<file path="config.mk">
export PLATFORM = sky130hd
export DESIGN_NAME = adv_manufacturer_pdu_filter
export DESIGN_NICKNAME = d
export VERILOG_FILES = /design/src/hdl/ampf_pkg.sv /design/src/hdl/ampf_parser.sv /design/src/hdl/adv_manufacturer_pdu_filter.sv
export SDC_FILE = /design/constraint.sdc
export NUM_CORES = 1
export LEC_CHECK = 0
export BUFFER_PORTS_ARGS = -buffer_cell sky130_fd_sc_hd__clkbuf_2
export CORE_AREA = 2 2 127 117
export CTS_CLUSTER_SIZE = 24
export DETAILED_ROUTE_END_ITERATION = 8
export DIE_AREA = 0 0 129 119
export PLACE_DENSITY = 0.68
export SYNTH_ARGS = -nofsm -noshare
export SYNTH_HDL_FRONTEND = slang
export SYNTH_HIERARCHICAL = 1
export SYNTH_SLANG_ARGS = --single-unit
export TNS_END_PERCENT = 30
</file>
<file path="constraint.sdc">
create_clock -name clk -period 8.51 [get_ports clk]
set_clock_uncertainty 0.15 [all_clocks]
set_input_delay 0.4255 -clock clk [delete_from_list [all_inputs] [get_ports clk]]
set_output_delay 0.4255 -clock clk [all_outputs]
set_load 0.005 [all_outputs]
</file>
<file path="src/hdl/ampf_pkg.sv">
package ampf_pkg;

  localparam logic [7:0] REPORT_MAX = 8'd255;
  localparam logic [7:0] MFR_TYPE   = 8'hFF;
  localparam logic [7:0] MFR_HDR_LEN = 8'd3;
  localparam logic [7:0] MFR_MIN_FIELD = 8'd4;

  localparam logic [15:0] COMPANY_RESET = 16'hFFFF;
  localparam logic [7:0]  MAGIC_RESET   = 8'd0;
  localparam logic [7:0]  MIN_LEN_RESET = 8'd0;
  localparam logic [4:0]  MAX_LEN_RESET = 5'd28;

  localparam logic [7:0] CFG_COMPANY_ID    = 8'd0;
  localparam logic [7:0] CFG_MAGIC_BYTE    = 8'd1;
  localparam logic [7:0] CFG_MIN_FRAME_LEN = 8'd2;
  localparam logic [7:0] CFG_MAX_FRAME_LEN = 8'd3;

  typedef enum logic [2:0] {
    PH_LEN   = 3'd0,
    PH_TYPE  = 3'd1,
    PH_CO_LO = 3'd2,
    PH_CO_HI = 3'd3,
    PH_MAGIC = 3'd4,
    PH_DATA  = 3'd5,
    PH_SKIP  = 3'd6
  } phase_t;

  typedef struct packed {
    logic [15:0] company_id;
    logic [7:0]  magic_byte;
    logic [7:0]  min_frame_len;
    logic [4:0]  max_frame_len;
  } cfg_t;

  typedef struct packed {
    logic [7:0] frame_byte;
    logic [4:0] frame_length;
    logic       frame_last;
  } res_t;

endpackage

</file>
<file path="src/hdl/ampf_parser.sv">
module ampf_parser (
  input  logic              clk,
  input  logic              rst_n,
  input  logic              step,
  input  logic [7:0]        ad_byte,
  input  logic [7:0]        report_length,
  input  logic              report_start,
  input  ampf_pkg::cfg_t    cfg,
  output logic              emit,
  output ampf_pkg::res_t    res
);
  import ampf_pkg::*;

  logic [7:0] byte_index_r, byte_index_nxt;
  logic [7:0] field_begin_r, field_begin_nxt;
  logic [7:0] field_len_r, field_len_nxt;
  phase_t     phase_r, phase_nxt;
  logic       accepted_r, accepted_nxt;
  logic       stopped_r, stopped_nxt;

  always_ff @(posedge clk) begin
    if (!rst_n) begin
      byte_index_r  <= '0;
      field_begin_r <= '0;
      field_len_r   <= '0;
      phase_r       <= PH_LEN;
      accepted_r    <= 1'b0;
      stopped_r     <= 1'b0;
    end else if (step) begin
      byte_index_r  <= byte_index_nxt;
      field_begin_r <= field_begin_nxt;
      field_len_r   <= field_len_nxt;
      phase_r       <= phase_nxt;
      accepted_r    <= accepted_nxt;
      stopped_r     <= stopped_nxt;
    end
  end

  logic [7:0] n;
  logic [7:0] idx;
  phase_t     phase;
  logic [7:0] plen;
  logic [8:0] field_end;
  logic       at_end;

  always_comb begin
    n    = (report_length > REPORT_MAX) ? REPORT_MAX : report_length;
    idx  = report_start ? 8'd0 : byte_index_r;
    phase = report_start ? PH_LEN : phase_r;

    byte_index_nxt  = idx;
    field_begin_nxt = report_start ? 8'd0 : field_begin_r;
    field_len_nxt   = report_start ? 8'd0 : field_len_r;
    accepted_nxt    = report_start ? 1'b0 : accepted_r;
    stopped_nxt     = report_start ? 1'b0 : stopped_r;
    phase_nxt       = phase;
    plen            = '0;
    field_end       = '0;
    at_end          = 1'b0;
    emit            = 1'b0;
    res             = '0;

    if (!stopped_nxt) begin
      case (phase)
        PH_LEN: begin
          if ({1'b0, idx} + 9'd1 >= {1'b0, n} || ad_byte == 8'd0 ||
              {2'b00, idx} + 10'd1 + {2'b00, ad_byte} > {2'b00, n}) begin
            stopped_nxt = 1'b1;
          end else begin
            field_begin_nxt = idx;
            field_len_nxt   = ad_byte;
            accepted_nxt    = 1'b0;
            phase_nxt       = PH_TYPE;
          end
        end
        PH_TYPE: begin
          plen = field_len_nxt - MFR_HDR_LEN;
          accepted_nxt = ad_byte == MFR_TYPE && field_len_nxt >= MFR_MIN_FIELD &&
                         plen >= cfg.min_frame_len &&
                         plen <= {3'b000, cfg.max_frame_len};
          phase_nxt = accepted_nxt ? PH_CO_LO : PH_SKIP;
        end
        PH_CO_LO: begin
          accepted_nxt = accepted_nxt && ad_byte == cfg.company_id[7:0];
          phase_nxt = accepted_nxt ? PH_CO_HI : PH_SKIP;
        end
        PH_CO_HI: begin
          accepted_nxt = accepted_nxt && ad_byte == cfg.company_id[15:8];
          phase_nxt = accepted_nxt ? PH_MAGIC : PH_SKIP;
        end
        PH_MAGIC: begin
          accepted_nxt = accepted_nxt && ad_byte == cfg.magic_byte;
          phase_nxt = accepted_nxt ? PH_DATA : PH_SKIP;
        end
        PH_DATA: begin
          phase_nxt = PH_DATA;
        end
        default: begin
          phase_nxt = PH_SKIP;
        end
      endcase

      if (!stopped_nxt) begin
        field_end = {1'b0, field_begin_nxt} + {1'b0, field_len_nxt};
        at_end    = {1'b0, idx} == field_end;
        if (accepted_nxt && (phase == PH_MAGIC || phase == PH_DATA)) begin
          emit             = 1'b1;
          res.frame_byte   = ad_byte;
          res.frame_length = 5'(field_len_nxt - MFR_HDR_LEN);
          res.frame_last   = at_end;
        end
        if (at_end) begin
          phase_nxt    = PH_LEN;
          accepted_nxt = 1'b0;
        end
        byte_index_nxt = idx + 8'd1;
      end
    end
  end

endmodule

</file>
<file path="src/hdl/adv_manufacturer_pdu_filter.sv">
// Channel   Ports                                       Direction
// in        in_valid in_stall in_ad_byte in_report_*    bytes of one report
// out       out_valid out_stall out_frame_*             frame bytes, one per request
// cfg       cfg_valid cfg_ready cfg_index cfg_data      register writes
//
// One byte per cycle sustained while the output is not stalled.
// The input register feeds the field parser, whose result lands in the output register.
// A held result only stalls the input once the input register is also occupied.
// Synchronous active-low reset clears parser state and loads register defaults.
module adv_manufacturer_pdu_filter (
  input  logic        clk,
  input  logic        rst_n,
  input  logic        in_valid,
  output logic        in_stall,
  input  logic [7:0]  in_ad_byte,
  input  logic [7:0]  in_report_length,
  input  logic        in_report_start,
  output logic        out_valid,
  input  logic        out_stall,
  output logic [7:0]  out_frame_byte,
  output logic [4:0]  out_frame_length,
  output logic        out_frame_last,
  input  logic        cfg_valid,
  output logic        cfg_ready,
  input  logic [7:0]  cfg_index,
  input  logic [15:0] cfg_data
);
  import ampf_pkg::*;

  cfg_t cfg_r;

  assign cfg_ready = 1'b1;

  always_ff @(posedge clk) begin
    if (!rst_n) begin
      cfg_r.company_id    <= COMPANY_RESET;
      cfg_r.magic_byte    <= MAGIC_RESET;
      cfg_r.min_frame_len <= MIN_LEN_RESET;
      cfg_r.max_frame_len <= MAX_LEN_RESET;
    end else if (cfg_valid && cfg_ready) begin
      case (cfg_index)
        CFG_COMPANY_ID:    cfg_r.company_id    <= cfg_data;
        CFG_MAGIC_BYTE:    cfg_r.magic_byte    <= cfg_data[7:0];
        CFG_MIN_FRAME_LEN: cfg_r.min_frame_len <= cfg_data[7:0];
        CFG_MAX_FRAME_LEN: cfg_r.max_frame_len <= cfg_data[4:0];
        default: ;
      endcase
    end
  end

  logic       s1_valid_r;
  logic [7:0] s1_byte_r;
  logic [7:0] s1_len_r;
  logic       s1_start_r;
  logic       out_valid_r;
  logic       advance;
  logic       in_take;

  assign advance  = s1_valid_r && (!out_valid_r || !out_stall);
  assign in_stall = s1_valid_r && !advance;
  assign in_take  = in_valid && !in_stall;

  always_ff @(posedge clk) begin
    if (!rst_n) begin
      s1_valid_r <= 1'b0;
    end else if (in_take) begin
      s1_valid_r <= 1'b1;
    end else if (advance) begin
      s1_valid_r <= 1'b0;
    end
  end

  always_ff @(posedge clk) begin
    if (in_take) begin
      s1_byte_r  <= in_ad_byte;
      s1_len_r   <= in_report_length;
      s1_start_r <= in_report_start;
    end
  end

  logic emit;
  res_t res;

  ampf_parser u_parser (
    .clk           (clk),
    .rst_n         (rst_n),
    .step          (advance),
    .ad_byte       (s1_byte_r),
    .report_length (s1_len_r),
    .report_start  (s1_start_r),
    .cfg           (cfg_r),
    .emit          (emit),
    .res           (res)
  );

  res_t out_res_r;

  always_ff @(posedge clk) begin
    if (!rst_n) begin
      out_valid_r <= 1'b0;
    end else if (advance) begin
      out_valid_r <= emit;
    end else if (!out_stall) begin
      out_valid_r <= 1'b0;
    end
  end

  always_ff @(posedge clk) begin
    if (advance && emit) begin
      out_res_r <= res;
    end
  end

  assign out_valid        = out_valid_r;
  assign out_frame_byte   = out_res_r.frame_byte;
  assign out_frame_length = out_res_r.frame_length;
  assign out_frame_last   = out_res_r.frame_last;

  a_stall_only_when_full: assert property (@(posedge clk) disable iff (!rst_n)
    in_stall |-> s1_valid_r && out_valid_r && out_stall)
    else $error("input stalled while a stage was free");

  a_frame_len_nonzero: assert property (@(posedge clk) disable iff (!rst_n)
    out_valid |-> out_frame_length != 5'd0)
    else $error("frame emitted with zero length");

  a_held_result_kept: assert property (@(posedge clk) disable iff (!rst_n)
    out_valid_r && out_stall && !advance |=> out_valid_r && $stable(out_res_r))
    else $error("held result lost without a new stage advance");

endmodule
</file>
# Word-level counts from Yosys, hierarchy flattened
# Cells that the tools add are included.
# Widths: inputs -> output; s select.
[word_totals]
ff_bits = 99
in_bits = 46
output_inout_bits = 17
[classes]
addsub = 7
magnitude_cmp = 6
n_eq_ne = 14
n_mux = 43
bitwise = 1
reduce_logical = 28
[op_table]
columns = ["op", "count"]
rows = [
  ["$mux 8", 14],
  ["$eq 8x8->1", 3],
  ["$mux 3", 7],
  ["$add 8x1->9 const B", 2],
  ["$mux 1", 18],
  ["$pmux 3 s6", 1],
  ["$eq 8x2->1 const B", 2],
  ["$logic_not 8->1", 2],
  ["$logic_and 1x1->1", 11],
  ["$add 10x8->10", 1],
  ["$gt 10x8->1", 1],
  ["$add 8x8->9", 1],
  ["$eq 8x9->1", 1],
  ["$ge 9x8->1", 1],
  ["$add 8x1->8 const B", 1],
  ["$eq 8x1->1 const B", 1],
  ["$eq 8x8->1 const B", 1],
  ["$ge 8x3->1 const B", 1],
  ["$ge 8x8->1", 1],
  ["$gt 8x8->1 const B", 1],
  ["$le 8x5->1", 1],
  ["$reduce_and 2->1", 4],
  ["$sub 8x2->8 const B", 1],
  ["$eq 3x2->1 const B", 2],
  ["12 further kinds", 20],
]

# Depth between registers and ports, before layout
# Gate-level depths: netlist of run 1.
[depth]
depth_word = 13
ltp_mapped = 34

# Cells and area by module
# The synthesis of run 1 kept the hierarchy.
[by_module_without_submodules]
columns = ["mod", "n_inst", "cells_per_inst", "area_per_inst_um2"]
rows = [
  ["ampf_parser", 1, 575, 4271.6],
  ["adv_manufacturer_pdu_filter", 1, 195, 2591.2],
]

# Worst setup path before layout of run 1
# No wires, ideal clock.
[synth_timing]
path_kind = "reg2reg"
start = "reg s1_start_r"
end = "reg out_res_r (netlist bit out_frame_last), data pin"
setup_time_ns = 0.132
t_arrival_ns = 6.339
slack_ns = 1.888
path_stages_with_launch = 32
path_buffers = 3
synth_period_minus_slack_ns = 6.622
path_cell_list = "edfxtp_1 -> buf_6 -> inv_2 -> nand2_1 -> ha_1 -> inv_1 -> o221ai_1 -> a21boi_0 -> o22ai_1 -> maj3_1 -> a21oi_1 -> o21bai_1 -> a21oi_1 -> xnor2_1 -> ha_1 -> a211oi_1 -> a41o_1 -> nand3_4 -> or2_1 -> buf_6 -> buf_2 -> o21ai_0 -> ha_1 -> o221ai_1 -> o22ai_2 -> a211oi_1 -> or3_4 -> o21bai_1 -> mux2_4 -> o32a_1 -> a2111oi_4 -> and2_1"
[synth_between]
elab_chain_len = 11
elab_cells_between_ends = 47
cone_classes = "add/sub: 5; order compare: 5; eq/ne: 6; mux: 18; bitwise: 1; reduce/logical: 12"
[synth_rtl]
columns = ["item", "line", "source"]
rows = [
  ["start, declared", "adv_manufacturer_pdu_filter.sv:54", "logic s1_start_r;"],
  ["start signal, assigned", "adv_manufacturer_pdu_filter.sv:77", "s1_start_r <= in_report_start;"],
  ["parallel branches: the longest is 11 deep, another holds $add 10x8->10", "n/a", ""],
  ["end signal, assigned", "adv_manufacturer_pdu_filter.sv:110", "out_res_r <= res;"],
  ["end, declared", "adv_manufacturer_pdu_filter.sv:96", "res_t out_res_r;"],
]
# Several ways; the timed one is not identified. The select of a mux whose other input is x is not followed.
# A chain may end at the register's enable or synchronous reset.

# Worst setup path in the final report of run 1
# Ends and elaborated chain as after synthesis.

==> summary.txt, run 1 <==
STA
  • Hold Fails Final Rpt: 0
  • Endpoints failing setup: 0
  • Post-Route Setup TNS: 0 ns
  • Worst-Margin Slew: 1.010 ns
  • Tmin final: 7.192 ns
  • Post-route clock period utilization: 0.8451
  • RSZ-0062 raised after global routing: false
  • Slew headroom: 0.3238
  • Final Max Slew Viols: 0
  • Max Fclk: 139.0 MHz

Setup path
  • CP endpoint kind: flip-flop
  • CP startpoint kind: flip-flop
  • Most common cell on crit path: ha_1
  • Reg2Reg Capture Point: out_frame_last
  • Crit path max-delay cell type: a2111oi_4
  • Setup slack, reg-to-reg: 1.32 ns
  • Worst endpoint data arrival time: 7.27 ns
  • RR Startpoint: s1_start_r
  • Crit path largest cell delay: 0.51 ns
  • Cell count of the worst reg-to-reg path: 29
  • Crit Path Category: flip-flop to flip-flop
  • Crit Path Max Fanout: 19
  • CP required: 8.59 ns

Yosys
  • Most common library cells after synthesis: nand2_1 (77), dfxtp_1 (68), nor2b_1 (62), xnor2_1 (58), mux2i_1 (46)
  • Synth warnings: 6
  • Post-synthesis instance area: 6863 µm²
  • Syn_nets: 860
  • Cells after synthesis: 770
  • EDFF count, synth: 31
  • Top post-synthesis cells by area: dfxtp_1 (20%), edfxtp_1 (14%), ha_1 (8.0%), xnor2_1 (7.4%), mux2i_1 (6.7%)
  • Synth unique cells: 85
  • Post-synth top area share: 0.1984
  • Dominant cell by count in the synthesized netlist: nand2_1
  • Async set-reset flop share out of synthesis: 0
  • Synth Flop Type: dfxtp_1
  • Synth Register Bits: 99
  • Largest area contributor in the netlist: dfxtp_1
  • Sequential area share after synthesis: 0.3340
  • Mean post-synth cell area: 8.913 µm²

Layout
  • Register area: 2292 µm²
  • FILL cells: 1332
  • Design area: 7530 µm²
  • Post-route core utilization: 0.5287
  • Ratio of cells with drive above 1 in the final layout: 0.1270
  • Area grow syn2layout: 9.717%
  • Multi-input logic area: 4175 µm²
  • Antenna diodes: 0
  • Fin nets: 888

Die
  • Die X: 129 µm
  • CORE AREA: 14240 µm²
  • Initial Util: 0.4819
  • Core Rows: 42
  • Total Die Area: 15350 µm²
  • Io pins: 63
  • DIE HEIGHT: 119 µm

CTS
  • H-tree depth: 3
  • CTS Buf Count: 9
  • Clock Latency Late Sink: 0.36 ns
  • Worst-path clk slew: 0.07 ns
  • Clock Root Buffer: clkbuf_16
  • Post-CTS Hold Buffers: 0
  • Clock Tree Buf Depth: 2
  • Postcts setup bufs: 0
  • Post_cts resized: 0
  • Num Clock Sinks: 99
  • CTS tree: built

Worst hold path
  • WHS Path Cells: 1
  • Min-Delay Endpoint: s1_len_r[3]
  • Type of the tightest min-delay check: primary input to flip-flop
  • Worst Min Path Start: in_report_length[3]

Place
  • Placer Congestion: 0.8799
  • DPL Wire Length: 13.09 mm
  • Area post-placement: 7201 µm²
  • Port Buffer Count: 61

Power
  • Leak pwr: 2.980 nW
  • Pwr Total: 1.168 mW
  • PD cells: 155.2 nW/µm²
  • Peak VDD IR: 0.0001241 V

Drt
  • Drc violations: 0
  • Post-DRT Antenna Nets: 0
  • Detailed Routing Iterations Pass 1: 6
  • Per-cell routed wire length: 17.97 µm
  • Initial drt markers: 512
  • Vias/cell: 5.782
  • Final wirelength: 17.99 mm
  • Via count: 5788

Global routing
  • Largest net degree at the start of global routing: 97
  • First-pass GRT wire length: 29.34 mm
  • Antenna violations before repair: 0
  • Vias in the first global route: 5707
  • GRT Residual Overflow: 0
  • GRT Overall Usage: 0.2434

Run status
  • Status: finished, final reports clean

Flow run
  • MaxCap Viol Count: 0
-- registers in the layout (all words and copies together), names as in the netlist, 5 cells and up --
signal / cells
out_frame_length: 5
s1_byte_r: 8
out_frame_byte: 8
cfg_r: 37
u_parser/byte_index_r: 8
u_parser/field_begin_r: 8
u_parser/field_len_r: 8
s1_len_r: 8
-- metrics by stage --
stage / setup WS, ns / std cells / hold slack [ns]
after global routing: 0.9252 / 1001 / 0.07499
after CTS: 1.462 / 1001 / 0.07449
final: 1.318 / 1001 / 0.08521
after floorplan: 1.888 / 770 / 0.2847
after global placement: 1.724 / 985 / 0.2976
after detailed placement: 1.482 / 985 / 0.2988
-- power by group --
| part | switching (mW) | internal [mW] |
|---|---|---|
| clock network | 0.199 | 0.252 |
| registers | 0.0230 | 0.495 |
| logic | 0.116 | 0.0840 |
| total | 0.338 | 0.830 |
-- critical path, delay by kind of cell (launching register included) --
| family | cells | cell delay, ns |
|---|---|---|
| compound gates | 15 | 3.48 |
| xor+xnor | 1 | 0.13 |
| fa+ha+maj | 4 | 1.21 |
| buf+inv | 3 | 0.29 |
| flops | 1 | 0.38 |
| mux | 1 | 0.27 |
| simple gates | 5 | 1.13 |
-- layout by cell type, fill, tap and decap left out, drive strengths merged, types with 6 or more instances in the layout --
cell / count
and2: 13
nor4: 10
a211oi: 11
a31oi: 6
ha: 44
a22oi: 16
mux2i: 46
a21boi: 8
nor2: 42
xor2: 7
buf: 8
nand4: 13
a21oi: 27
nand3: 18
o21ai: 26
xnor2: 58
dfxtp: 68
edfxtp: 31
nor2b: 63
nand2: 77
or4: 6
clkbuf: 71
a21o: 8
nor3: 12
inv: 36
-- metal layers --
| metal | vias to the layer above | GRT usage | part of all wire |
|---|---|---|---|
| met3 | 30 | 0.04987 | 0.057 |
| met2 | 195 | 0.3776 | 0.45 |
| met5 | - | 0 | 0 |
| li1 | 2789 | - | - |
| met4 | 0 | 0.08832 | 0.021 |
| met1 | 2774 | 0.3351 | 0.47 |
-- worst max path at each step --
stage / start / to / slack, ns / depth (start not counted)
after floorplan: s1_start_r / out_frame_last / 1.89 / 31
after global placement: s1_start_r / out_frame_last / 1.72 / 29
after detailed placement: s1_start_r / u_parser/phase_r[2] / 1.48 / 29
after CTS: s1_start_r / out_frame_last / 1.46 / 29
after global routing: s1_start_r / out_frame_last / 0.93 / 29
final: s1_start_r / out_frame_last / 1.32 / 29
-- cell families (layout without fill, tap and decap cells) --
| group | after synthesis | in the layout | synth area share |
|---|---|---|---|
| other | 1 | 1 | 0.0005464 |
| adder cells (fa/ha/maj) | 46 | 46 | 0.08314 |
| AO/OA/AOI/OAI | 148 | 148 | 0.1532 |
| multiplexers | 48 | 48 | 0.07092 |
| buffers and inverters | 84 | 117 | 0.05797 |
| XOR/XNOR | 65 | 65 | 0.08295 |
| flip-flops | 99 | 99 | 0.3340 |
| AND/OR/NAND/NOR | 279 | 279 | 0.2173 |
-- cell type report --
class / count / share of cell area
Clock buffer: 10 / 0.03323
Inverter: 32 / 0.01595
Multi-Input combinational cell: 587 / 0.5545
Sequential cell: 99 / 0.3044
Tap cell: 198 / 0.03290
Clock inverter: 6 / 0.01047
Timing Repair Buffer: 69 / 0.04852
Note: power is estimated with default switching activity, not from simulation.
==> run 2, diff against run 1 <==
- clock period: 8.51 -> 7.4 ns (I/O delays scaled with it)
==> run 2 against run 1 <==
Core utilization increased by 0.60 points. Sequential power up 14%. Largest power group unchanged. Critical endpoint unchanged. Setup slack worse by 0.83 ns. Sequential share of layout area down 0.34 points. Total power increased by 19%. Routed wire length rose by 0.93%. Non-clock buffer count increased by 8. Cell count grew 0.80%. Largest cell class unchanged. Clock-buffer cell count is 1 lower.
==> summary.txt, run 2 (synthesis gave the netlist of run 1 again) <==
STA
  • Post-route clock period utilization: 0.9346 (was 0.8451)
  • RSZ-0062 raised after global routing: false (unchanged)
  • Final Max Slew Viols: 0 (unchanged)
  • Final WS setup: 0.4843 ns (was 1.318 ns)
  • Tmin final: 6.916 ns (was 7.192 ns)
  • Post-Route Setup TNS: 0 ns (unchanged)
  • Slew headroom: 0.2318 (was 0.3238)
  • Hold Fails Final Rpt: 0 (unchanged)
  • Worst-Margin Slew: 1.150 ns (was 1.010 ns)
  • Max Fclk: 144.6 MHz (was 139.0 MHz)
  • Endpoints failing setup: 0 (unchanged)

Global routing
  • Antenna violations before repair: 0 (unchanged)
  • Vias in the first global route: 5555 (was 5707)
  • Largest net degree at the start of global routing: 97 (unchanged)
  • GRT Residual Overflow: 0 (unchanged)
  • GRT Overall Usage: 0.2436 (was 0.2434)
  • First-pass GRT wire length: 29.13 mm (was 29.34 mm)

Drt
  • Vias/cell: 5.718 (was 5.782)
  • Post-DRT Antenna Nets: 0 (unchanged)
  • Via count: 5769 (was 5788)
  • Drc violations: 0 (unchanged)
  • Detailed Routing Iterations Pass 1: 5 (was 6)
  • Per-cell routed wire length: 18.00 µm (was 17.97 µm)
  • Final wirelength: 18.16 mm (was 17.99 mm)
  • Initial drt markers: 549 (was 512)

CTS
  • Clock Latency Late Sink: 0.36 ns (about the same)
  • Clock Root Buffer: clkbuf_16 (unchanged)
  • Worst-path clk slew: 0.08 ns (was 0.07 ns)
  • Post-CTS Hold Buffers: 0 (unchanged)
  • Num Clock Sinks: 99 (unchanged)
  • CTS tree: built (unchanged)
  • Clock Tree Buf Depth: 2 (unchanged)
  • CTS Buf Count: 9 (unchanged)
  • H-tree depth: 3 (unchanged)

Setup path
  • Worst endpoint data arrival time: 6.99 ns (was 7.27 ns)
  • Crit Path Max Fanout: 16 (was 19)
  • Critical path buffers and inverters: 3 (unchanged)
  • CP endpoint kind: flip-flop (unchanged)
  • Crit path largest cell delay: 0.54 ns (was 0.51 ns)
  • Most common cell on crit path: ha_1 (unchanged)
  • CP required: 7.48 ns (was 8.59 ns)
  • Cell family with most CP delay: compound AO/OA/AOI/OAI gates (unchanged)
  • CP startpoint kind: flip-flop (unchanged)
  • Crit path max-delay cell type: a2111oi_4 (unchanged)
  • Crit Path Category: flip-flop to flip-flop (unchanged)

Die
  • Total Die Area: 15350 µm² (unchanged)
  • Core Rows: 42 (unchanged)
  • Initial Util: 0.4819 (unchanged)
  • Die X: 129 µm (unchanged)
  • DIE HEIGHT: 119 µm (unchanged)
  • CORE AREA: 14240 µm² (unchanged)
  • Io pins: 63 (unchanged)

Place
  • Placer Congestion: 0.9229 (was 0.8799)
  • DPL Wire Length: 13.07 mm (was 13.09 mm)
  • Port Buffer Count: 61 (unchanged)
  • DP Worst Slack: 0.5752 ns (was 1.482 ns)

Flow run
  • MaxCap Viol Count: 0 (unchanged)

Layout
  • Commonest non-fill, non-tap cell in the layout: nand2_1 (unchanged)
  • Max FFs per register: 37 (unchanged)
  • Fin nets: 896 (was 888)
  • Antenna diodes: 0 (unchanged)
  • Ratio of cells with drive above 1 in the final layout: 0.1369 (was 0.1270)
  • FILL cells: 1301 (was 1332)
  • Area grow syn2layout: 10.96% (was 9.717%)
  • Top reg by flops: cfg_r (unchanged)
  • Commonest non-fill, non-tap cells in the layout: nand2_1 (77), dfxtp_1 (68), nor2b_1 (61), clkbuf_2 (61), xnor2_1 (58) (unchanged)

Worst hold path
  • Type of the tightest min-delay check: primary input to flip-flop (unchanged)

Run status
  • Status: finished, final reports clean (unchanged)

Power
  • Leak pwr: 3.024 nW (was 2.980 nW)
  • Peak VDD IR: 0.0001206 V (was 0.0001241 V)
  • PD cells: 182.4 nW/µm² (was 155.2 nW/µm²)
-- run 2: final cells by class --
cell class / instances / area [µm²] / share of cell area
clock buffers: 9 / 225.2 / 0.02958
inverters: 32 / 120.1 / 0.01577
multi-input cells: 587 / 4182 / 0.5491
clock inverters: 7 / 122.6 / 0.01610
repair buffers: 77 / 425.4 / 0.05587
flip-flops and latches: 99 / 2292 / 0.3010
well taps: 198 / 247.7 / 0.03253
-- run 2: final timing paths --
check | startpoint | to | slack (ns) | cells after the start
max | s1_byte_r[0] | out_frame_last | 0.48 | 29
min | in_report_length[2] | s1_len_r[2] | 0.03 | 1
max reg2reg | s1_byte_r[0] | out_frame_last | 0.48 | 29
min reg2reg | cfg_r[12] | cfg_r[12] | 0.31 | 2
-- run 2: where the power goes --
part	total (mW)	leakage, nW	internal [mW]	switching [mW]
registers	0.588	0.880	0.569	0.0188
clock network	0.561	0.170	0.334	0.226
logic	0.241	1.97	0.0998	0.141
total	1.39	3.02	1.00	0.386
-- run 2: worst reg2reg max path, delay by kind of cell, from the launching register on --
kind / cells / cell delay (ns)
xor+xnor: 1 / 0.14
simple gates: 5 / 1.05
mux: 2 / 0.37
flops: 1 / 0.51
buf+inv: 3 / 0.51
fa+ha+maj: 4 / 1.13
compound gates: 14 / 2.94
-- run 2: repair_timing --
action | 4_1_cts | 5_1_grt
endpoints found under the setup margin | 0 | 5
buffers inserted | 0 | 1
resized for setup | 0 | 1
-- run 2: layer usage --
layer	global-route usage	share of wire	up-vias
met1	0.3393	0.46	2734
met5	0	0	-
li1	-	-	2794
met3	0.05795	0.066	40
met4	0.08967	0.027	0
met2	0.3667	0.44	201
-- run 2: per-stage QoR --
step           total power [mW]  hold slack [ns]    util  instances  instance area (µm²)
4_1_cts                   1.393          0.01838  0.5337       1008                 7601
3_3_place_gp             0.8269           0.3016  0.5093        992                 7253
5_1_grt                   1.442          0.01730  0.5347       1009                 7615
3_5_place_dp             0.8328           0.3011  0.5093        992                 7253
2_1_floorplan            0.7674           0.2847       -        770                 6863
6_report                  1.389          0.02716  0.5347       1009                 7615
